==> config.mk <==
export PLATFORM = sky130hd
export DESIGN_NAME = variable_partition_fit_allocator
export DESIGN_NICKNAME = d
export VERILOG_FILES = /design/src/hdl/vpfa_pkg.sv /design/src/hdl/vpfa_cell.sv /design/src/hdl/vpfa_ring.sv /design/src/hdl/variable_partition_fit_allocator.sv
export SDC_FILE = /design/constraint.sdc
export NUM_CORES = 2
export LEC_CHECK = 0
export ABC_AREA = 0
export CAP_MARGIN = 0
export CELL_PAD_IN_SITES_DETAIL_PLACEMENT = 1
export CELL_PAD_IN_SITES_GLOBAL_PLACEMENT = 1
export CORE_MARGIN = 1.5
export CORE_UTILIZATION = 60
export DETAILED_ROUTE_END_ITERATION = 8
export DONT_BUFFER_PORTS = 1
export PLACE_DENSITY = 0.84
export SYNTH_ARGS = -nofsm -noshare
export SYNTH_HDL_FRONTEND = slang
export SYNTH_SLANG_ARGS = --single-unit
==> constraint.sdc <==
create_clock -name clk -period 203 [get_ports clk]
set_input_delay 10.15 -clock clk [delete_from_list [all_inputs] [get_ports clk]]
set_output_delay 10.15 -clock clk [all_outputs]
set_load 0.01 [all_outputs]
==> src/hdl/vpfa_pkg.sv <==
// ----------------------------------------------------------------------------
// vpfa_pkg
// Shared codes and widths of the variable partition allocator.
// ----------------------------------------------------------------------------
package vpfa_pkg;

  localparam int FREE_W     = 23;
  localparam int IN_DATA_W  = 24;
  localparam int IN_USER_W  = 2;
  localparam int OUT_DATA_W = 56;
  localparam int OUT_USER_W = 3;

  localparam logic [1:0] OP_LOAD   = 2'd0;
  localparam logic [1:0] OP_ALLOC  = 2'd1;
  localparam logic [1:0] OP_FINISH = 2'd2;

  localparam logic [1:0] POL_SMALLEST = 2'd1;
  localparam logic [1:0] POL_LARGEST  = 2'd2;

  localparam logic [2:0] ST_LOADED   = 3'd0;
  localparam logic [2:0] ST_GRANTED  = 3'd1;
  localparam logic [2:0] ST_NO_FIT   = 3'd2;
  localparam logic [2:0] ST_FULL     = 3'd3;
  localparam logic [2:0] ST_FINISHED = 3'd4;

endpackage

==> src/hdl/vpfa_cell.sv <==
// ----------------------------------------------------------------------------
// vpfa_cell
// One storage cell of a rotating table; takes its neighbor's entry on shift.
// ----------------------------------------------------------------------------
module vpfa_cell #(
  parameter int W = 17
) (
  input  logic         clk,
  input  logic         en,
  input  logic [W-1:0] din,
  output logic [W-1:0] dout
);

  logic [W-1:0] q;

  always_ff @(posedge clk) begin
    if (en) begin
      q <= din;
    end
  end

  assign dout = q;

endmodule

==> src/hdl/vpfa_ring.sv <==
// ----------------------------------------------------------------------------
// vpfa_ring
// Chain of cells; each shift moves every entry one place toward the head.
// ----------------------------------------------------------------------------
module vpfa_ring #(
  parameter int DEPTH = 128,
  parameter int W     = 17
) (
  input  logic         clk,
  input  logic         en,
  input  logic [W-1:0] tail,
  output logic [W-1:0] head,
  output logic [W-1:0] second
);

  logic [W-1:0] q [DEPTH];

  for (genvar i = 0; i < DEPTH; i++) begin : g_cell
    logic [W-1:0] d;
    if (i == DEPTH - 1) begin : g_last
      assign d = tail;
    end else begin : g_mid
      assign d = q[i+1];
    end
    vpfa_cell #(.W(W)) u_cell (.clk(clk), .en(en), .din(d), .dout(q[i]));
  end

  assign head = q[0];

  if (DEPTH > 1) begin : g_two
    assign second = q[1];
  end else begin : g_one
    assign second = q[0];
  end

endmodule

==> src/hdl/variable_partition_fit_allocator.sv <==
// ----------------------------------------------------------------------------
// variable_partition_fit_allocator: first / smallest / largest fit allocator
// Load and finish each take one pass; allocate takes a scan pass, then an
// apply pass (or a refusal pass when the refusal is recorded);
// one item at a time, each pass rotating a cell chain once.
// rst clears counts and policy.
// ----------------------------------------------------------------------------
module variable_partition_fit_allocator #(
  parameter int MAX_PARTITIONS = 128,
  parameter int MAX_REFUSED    = 128,
  parameter int SIZE_BITS      = 16
) (
  input  logic                             clk,
  input  logic                             rst,
  // tdata: size[15:0], filled[16], zero pad
  input  logic                             s_tvalid,
  output logic                             s_tready,
  input  logic [vpfa_pkg::IN_DATA_W-1:0]   s_tdata,
  // tuser: opcode[1:0]
  input  logic [vpfa_pkg::IN_USER_W-1:0]   s_tuser,
  // tdata: position[6:0], external_fragmentation[22:7], free_space[45:23],
  //        partition_count[53:46], zero pad
  output logic                             m_tvalid,
  input  logic                             m_tready,
  output logic [vpfa_pkg::OUT_DATA_W-1:0]  m_tdata,
  // tuser: status[2:0]
  output logic [vpfa_pkg::OUT_USER_W-1:0]  m_tuser,
  input  logic                             cfg_valid,
  output logic                             cfg_ready,
  input  logic [1:0]                       cfg_data
);

  import vpfa_pkg::*;

  localparam int MAXD = (MAX_PARTITIONS > MAX_REFUSED) ? MAX_PARTITIONS : MAX_REFUSED;
  localparam int CW   = $clog2(MAXD + 1) + 1;
  localparam int PW   = $clog2(MAX_PARTITIONS);
  localparam int CNW  = $clog2(MAX_PARTITIONS + 1);
  localparam int RCW  = $clog2(MAX_REFUSED + 1);
  localparam int SB   = SIZE_BITS;

  typedef enum logic [2:0] {
    S_IDLE, S_LOAD, S_SCAN, S_APPLY, S_REF, S_FIN, S_PUSH
  } state_t;

  state_t          state;
  logic [CW-1:0]   k;
  logic [1:0]      policy;
  logic [CNW-1:0]  count;
  logic [RCW-1:0]  rcount;
  logic [FREE_W-1:0] free_total;

  // per-item registers
  logic [SB-1:0]   req;
  logic            fil;
  logic            found;
  logic [PW-1:0]   pick;
  logic [SB-1:0]   best;
  logic            merge_f;
  logic            full_f;
  logic            ins_act;
  logic            lmerged;
  logic [SB-1:0]   carry_s;
  logic            carry_u;
  logic [SB-1:0]   fbest;
  logic [2:0]      p_status;
  logic [PW-1:0]   p_pos;
  logic [SB-1:0]   p_frag;

  // table rings
  logic [SB:0]     p_tail, p_head, p_second;
  logic [SB-1:0]   r_tail, r_head, r_unused;
  logic            p_en, r_en;

  logic [SB-1:0]   head_s, second_s;
  logic            head_u, second_u;
  assign head_s   = p_head[SB-1:0];
  assign head_u   = p_head[SB];
  assign second_s = p_second[SB-1:0];
  assign second_u = p_second[SB];

  vpfa_ring #(.DEPTH(MAX_PARTITIONS), .W(SB + 1)) u_parts (
    .clk(clk), .en(p_en), .tail(p_tail), .head(p_head), .second(p_second)
  );

  vpfa_ring #(.DEPTH(MAX_REFUSED), .W(SB)) u_refused (
    .clk(clk), .en(r_en), .tail(r_tail), .head(r_head), .second(r_unused)
  );

  assign p_en = (state == S_LOAD) || (state == S_SCAN) || (state == S_APPLY);
  assign r_en = (state == S_REF) || (state == S_FIN);

  // handshakes
  assign s_tready  = (state == S_IDLE);
  assign cfg_ready = 1'b1;

  // size field cut or widened to the table width
  logic [63:0]   in_w;
  logic [SB-1:0] in_size;
  assign in_w    = 64'(s_tdata[15:0]);
  assign in_size = in_w[SB-1:0];

  // pass position compares
  logic p_last, r_last, in_tab, at_n, at_nm1, at_pick, at_pick1, below_n1, tab_full;
  assign p_last   = (k == CW'(MAX_PARTITIONS - 1));
  assign r_last   = (k == CW'(MAX_REFUSED - 1));
  assign in_tab   = (k < CW'(count));
  assign at_n     = (k == CW'(count));
  assign at_nm1   = ((k + 1'b1) == CW'(count));
  assign at_pick  = (k == CW'(pick));
  assign at_pick1 = (k == (CW'(pick) + 1'b1));
  assign below_n1 = ((k + 1'b1) < CW'(count));
  assign tab_full = (count >= CNW'(MAX_PARTITIONS));

  // size sums with overflow detect
  logic [SB:0]   sum_load, sum_next, sum_head;
  logic [SB-1:0] rest;
  assign rest     = best - req;
  assign sum_load = {1'b0, head_s} + {1'b0, req};
  assign sum_next = {1'b0, second_s} + {1'b0, rest};
  assign sum_head = {1'b0, head_s} + {1'b0, rest};

  // load: merge into the free last entry
  logic load_merge;
  assign load_merge = (state == S_LOAD) && !fil && at_nm1 && !head_u && !sum_load[SB];

  // apply: decide what the remainder does when the pick reaches the head
  logic apply_now, dec_merge, dec_full, dec_ins;
  assign apply_now = (state == S_APPLY) && at_pick && (rest != '0);
  assign dec_merge = apply_now && below_n1 && !second_u && !sum_next[SB];
  assign dec_full  = apply_now && !dec_merge && tab_full;
  assign dec_ins   = apply_now && !dec_merge && !tab_full;

  // scan: fit test and policy
  logic fit, take;
  always_comb begin
    fit  = (state == S_SCAN) && in_tab && !head_u && (head_s >= req);
    take = 1'b0;
    case (policy)
      POL_SMALLEST: take = fit && (!found || head_s < best);
      POL_LARGEST:  take = fit && (!found || head_s > best);
      default:      take = fit && !found;
    endcase
  end

  // finish: largest refused size covered by the free space
  logic fin_take;
  assign fin_take = (state == S_FIN) && (k < CW'(rcount)) &&
                    (64'(r_head) <= 64'(free_total)) && (r_head > fbest);

  // tail of the partition ring: rewrite the entry leaving the head
  always_comb begin
    p_tail = p_head;
    if (ins_act) begin
      p_tail = {carry_u, carry_s};
    end else begin
      case (state)
        S_LOAD: begin
          if (load_merge) begin
            p_tail = {1'b0, sum_load[SB-1:0]};
          end else if (at_n && !lmerged && !tab_full) begin
            p_tail = {fil, req};
          end
        end
        S_APPLY: begin
          if (at_pick && !dec_full) begin
            p_tail = {1'b1, (rest == '0) ? head_s : req};
          end else if (at_pick1 && merge_f) begin
            p_tail = {1'b0, sum_head[SB-1:0]};
          end
        end
        default: p_tail = p_head;
      endcase
    end
  end

  assign r_tail = ((state == S_REF) && (k == CW'(rcount))) ? req : r_head;

  logic [63:0] req_w, pos_w, frag_w, cnt_w;
  assign req_w  = 64'(req);
  assign pos_w  = 64'(p_pos);
  assign frag_w = 64'(p_frag);
  assign cnt_w  = 64'(count);

  logic          grant_ins;
  logic [SB-1:0] fin_best;
  assign grant_ins = ins_act || dec_ins;
  assign fin_best  = fin_take ? r_head : fbest;

  always_ff @(posedge clk) begin
    if (rst) begin
      state      <= S_IDLE;
      k          <= '0;
      policy     <= '0;
      count      <= '0;
      rcount     <= '0;
      free_total <= '0;
      m_tvalid   <= 1'b0;
      ins_act    <= 1'b0;
    end else begin
      if (cfg_valid && cfg_ready) begin
        policy <= cfg_data;
      end
      // drop the taken beat unless a new one is loaded in the same cycle
      if (m_tvalid && m_tready && (state != S_PUSH)) begin
        m_tvalid <= 1'b0;
      end
      case (state)
        S_IDLE: begin
          if (s_tvalid) begin
            req     <= in_size;
            fil     <= s_tdata[16];
            k       <= '0;
            found   <= 1'b0;
            best    <= '0;
            merge_f <= 1'b0;
            full_f  <= 1'b0;
            lmerged <= 1'b0;
            fbest   <= '0;
            p_pos   <= '0;
            p_frag  <= '0;
            case (s_tuser)
              OP_LOAD:   state <= S_LOAD;
              OP_ALLOC:  state <= S_SCAN;
              OP_FINISH: state <= S_FIN;
              default:   state <= S_IDLE;  // drop the unknown opcode
            endcase
          end
        end
        S_LOAD: begin
          if (load_merge) begin
            lmerged <= 1'b1;
          end
          if (p_last) begin
            k <= '0;
            if (lmerged || load_merge || !tab_full) begin
              p_status <= ST_LOADED;
              if (!(lmerged || load_merge)) begin
                count <= count + 1'b1;
              end
              if (!fil) begin
                free_total <= free_total + req_w[FREE_W-1:0];
              end
            end else begin
              p_status <= ST_FULL;
            end
            state <= S_PUSH;
          end else begin
            k <= k + 1'b1;
          end
        end
        S_SCAN: begin
          if (take) begin
            found <= 1'b1;
            pick  <= k[PW-1:0];
            best  <= head_s;
          end
          if (p_last) begin
            k <= '0;
            if (found || take) begin
              state <= S_APPLY;
            end else begin
              p_status <= ST_NO_FIT;
              state    <= (rcount < RCW'(MAX_REFUSED)) ? S_REF : S_PUSH;
            end
          end else begin
            k <= k + 1'b1;
          end
        end
        S_APPLY: begin
          // hold back every entry after the pick by one place
          if (ins_act) begin
            carry_s <= head_s;
            carry_u <= head_u;
          end else if (dec_ins) begin
            carry_s <= rest;
            carry_u <= 1'b0;
            ins_act <= 1'b1;
          end
          if (dec_merge) begin
            merge_f <= 1'b1;
          end
          if (dec_full) begin
            full_f <= 1'b1;
          end
          if (p_last) begin
            k       <= '0;
            ins_act <= 1'b0;
            if (full_f || dec_full) begin
              p_status <= ST_FULL;
            end else begin
              p_status   <= ST_GRANTED;
              p_pos      <= pick;
              free_total <= free_total - req_w[FREE_W-1:0];
              if (grant_ins) begin
                count <= count + 1'b1;
              end
            end
            state <= S_PUSH;
          end else begin
            k <= k + 1'b1;
          end
        end
        S_REF: begin
          if (r_last) begin
            k      <= '0;
            rcount <= rcount + 1'b1;
            state  <= S_PUSH;
          end else begin
            k <= k + 1'b1;
          end
        end
        S_FIN: begin
          if (fin_take) begin
            fbest <= r_head;
          end
          if (r_last) begin
            k          <= '0;
            p_frag     <= fin_best;
            p_status   <= ST_FINISHED;
            count      <= '0;
            rcount     <= '0;
            free_total <= '0;
            state      <= S_PUSH;
          end else begin
            k <= k + 1'b1;
          end
        end
        S_PUSH: begin
          // advance only once the output register is free
          if (!m_tvalid || m_tready) begin
            m_tvalid <= 1'b1;
            m_tuser  <= p_status;
            m_tdata  <= {2'b00, cnt_w[7:0], free_total, frag_w[15:0], pos_w[6:0]};
            state    <= S_IDLE;
          end
        end
        default: state <= S_IDLE;
      endcase
    end
  end

endmodule

==> metrics <==
Startpoint Class=register; final worst slack=approximately 190 ns; CTS root buffer=clkbuf_16; Setup Skew=0.0777 ns; area of the core=238,000 µm²; Slew headroom=between 10% and 20%; CTS sink cnt=roughly 4,400; CTS buffer count=between 400 and 500; pin count of the biggest net entering global routing=224; Max VDD drop=slightly below 20 µV; antenna-violating nets left=0; post-synth cell types=between 90 and 100; Lkg Pwr=roughly 48 nW; post-layout minimum cycle time=approximately 13 ns; Worst path depth=1; RR Startpoint=req[1]; sequential area share after synthesis=between 90% and 100%; Mean Syn Cell Area=around 24 µm²; crit-path cells=nor3_1; synthesized cell area=about 140,000 µm²; Final Cycle Share=under 10%; DR WL/cell=28.7 µm; worst-case clock buffer depth=4; clk_lat worst skew=1.00 ns; fin nets=between 6,000 and 7,000; GRT overflow=0; Syn Inst Count=about 6,000; unrepaired setup endpoints after global routing=false; Yosys warning count=0; Iteration-0 DRC Markers=5,524; setup TNS=0 ns; vias in the first global route=around 60,000; worst slack at placement=190.97 ns; CTS H-Tree Depth=5; Area after DPL=about 150,000 µm²; CP startpoint=state[2]; CP max-delay cell=nor3_1; via count=between 50,000 and 60,000; Site Rows=approximately 180; global-route usage over all layers=between 20% and 30%; Hold Vio Cnt, Final=0; Setup Fix Bufs, Post-CTS=0; # hold bufs at CTS=0; Post-DP HPWL=142,000 µm; R2R setup slack=slightly below 200 ns; first-pass GRT wire length=418,000 µm; status=finished clean; Worst setup EP type=output port; drt pass-1 iters=5; CTS tree=done; Ports=95; WP buf/inv=0; chip width=between 400 and 500 µm; final non-filler cell area=about 160,000 µm²; Layout area overhead=12.7%; CP max FO=22; starting density of the core=60.3%; power per standard cell area=15.2 nW/µm²; Most used DFF post-synth=edfxtp_1; Vert. Die Dim=492 µm; die area=between 200,000 and 250,000 µm²; final WL=285,000 µm; CP Class=reg -> out; final setup vio count=0; EDFF count, synth=approximately 4,400; Hold Crit Class=reg -> reg; Worst EP required=approximately 190 ns; CP top delay family=simple AND/OR/NAND/NOR gates; critical path arrival=2.47 ns; vias per cell=approximately 5.8; DR DRC count=0; GPL Wtd Cong=0.891; fraction of layout cells with a size suffix above 1=between 10 and 15%; FF-to-FF path depth=18; CP peak stage delay=about 0.90 ns; final slew viol count=0; Least-Margin Pin Slew=between 1 and 1.5 ns; initial antenna violation count=29; Max-cap violations=0; Async S/R FF share, synth=0%; post-synthesis register bit count=4,439; critical path endpoint=s_tready; # port buffers=0; Fillers=approximately 18,000; Post-CTS Resized=0; FF-to-FF End=u_parts.g_cell[127].u_cell.dout[2]; fmax=between 70 and 80 MHz; register clock-pin slew on the reported worst setup and hold paths=approximately 0.070 ns
[synth_stat cells, types with 26 or more instances]
library cell,number,area [µm²]
nor2_1,136,510
a21o_1,26,195
nand3_1,62,310
nand4_1,29,181
edfxtp_1,4384,132000
clkbuf_1,56,210
nand2b_1,41,257
o21ai_0,97,485
nor2b_1,34,213
dfxtp_1,55,1100
ha_1,177,2210
xnor2_1,60,526
a21oi_1,133,666
o21a_1,31,233
and2_1,28,175
nor3_1,43,215
inv_1,129,484
mux2i_1,31,310
and3_1,28,175
nand2_1,82,308
[area by class of cell]
type                    count  area (µm²)  share of cell area, %
clock buffers             499       10900                   6.75
inverters                 132         495                  0.307
flip-flops and latches   4439      133000                   82.2
multi-input cells        1361        9860                   6.10
repair buffers             73         611                  0.378
clock inverters           246        2960                   1.83
well taps                3167        3960                   2.45
diodes                      8        20.0                 0.0124
[cells in the final DEF (no fill, tap or decap), drive strengths merged, types with 32 or more instances in the layout]
cell / instances
ha: 177
buf: 73
bufinv: 66
nor2b: 34
clkbuf: 499
edfxtp: 4384
nor3: 44
inv: 141
nand2b: 41
xnor2: 61
nor2: 136
dfxtp: 55
clkinv: 152
nand3: 67
o21a: 32
o21ai: 102
a21oi: 138
nand2: 82
[through the flow]
step	total power, mW	utilization [%]	hold slack [ns]	std cells
floorplan	2.79	-	0.400	6008
global placement	1.62	62.1	0.401	9172
detailed placement	1.64	62.1	0.405	9172
CTS	2.47	68.0	0.351	9917
global route	2.53	68.0	0.368	9922
finish	2.45	68.0	0.357	9925
[power by group]
part	switching (mW)	total [mW]	internal [mW]
clock network	0.342	0.809	0.467
logic	0.213	0.251	0.0386
registers	0.0755	1.39	1.32
[metal layers]
metal  global-route usage (%)  part of all wire [%]  vias up
met5                        0                0.0095        -
met4                     7.22                   2.8        4
met3                     3.70                   5.3      500
met2                     40.5                    51     2027
met1                     33.2                    41    29800
li1                         -                     -    24800
[cell families after synthesis]
group	count (synthesis)	synth area share (%)
AND/OR/NAND/NOR	555	2.04
multiplexers	55	0.405
buffers and inverters	208	0.585
adder cells (fa/ha/maj)	182	1.61
XOR/XNOR	82	0.506
other	2	0.00524
flip-flops	4439	92.6
AO/OA/AOI/OAI	484	2.25
[state kept, by name, summed over array words and instances (netlist names), 2 cells and up]
| name | count |
|---|---|
| state | 3 |
| p_frag | 16 |
| best | 16 |
| carry_s | 16 |
| free_total | 23 |
| pick | 7 |
| m_tdata | 54 |
| policy | 2 |
| p_status | 3 |
| req | 16 |
| count | 8 |
| p_pos | 7 |
| k | 9 |
| fbest | 16 |
| u_refused.g_cell.u_cell.dout | 2048 |
| m_tuser | 3 |
| rcount | 8 |
| u_parts.g_cell.u_cell.dout | 2176 |
[worst min-delay path by stage]
stage                                                    from                             endpoint  slack (ns)  depth (start not counted)
after global placement      u_parts.g_cell[5].u_cell.dout[10]    u_parts.g_cell[4].u_cell.dout[10]        0.40                          0
after floorplan                                      p_pos[0]                           m_tdata[0]        0.40                          0
after detailed placement   u_parts.g_cell[111].u_cell.dout[8]   u_parts.g_cell[110].u_cell.dout[8]        0.41                          0
after CTS                  u_parts.g_cell[19].u_cell.dout[11]   u_parts.g_cell[18].u_cell.dout[11]        0.35                          0
after global routing      u_parts.g_cell[103].u_cell.dout[13]  u_parts.g_cell[102].u_cell.dout[13]        0.37                          0
final                      u_parts.g_cell[19].u_cell.dout[11]   u_parts.g_cell[18].u_cell.dout[11]        0.36                          0
Note: power is estimated with default switching activity, not from simulation.
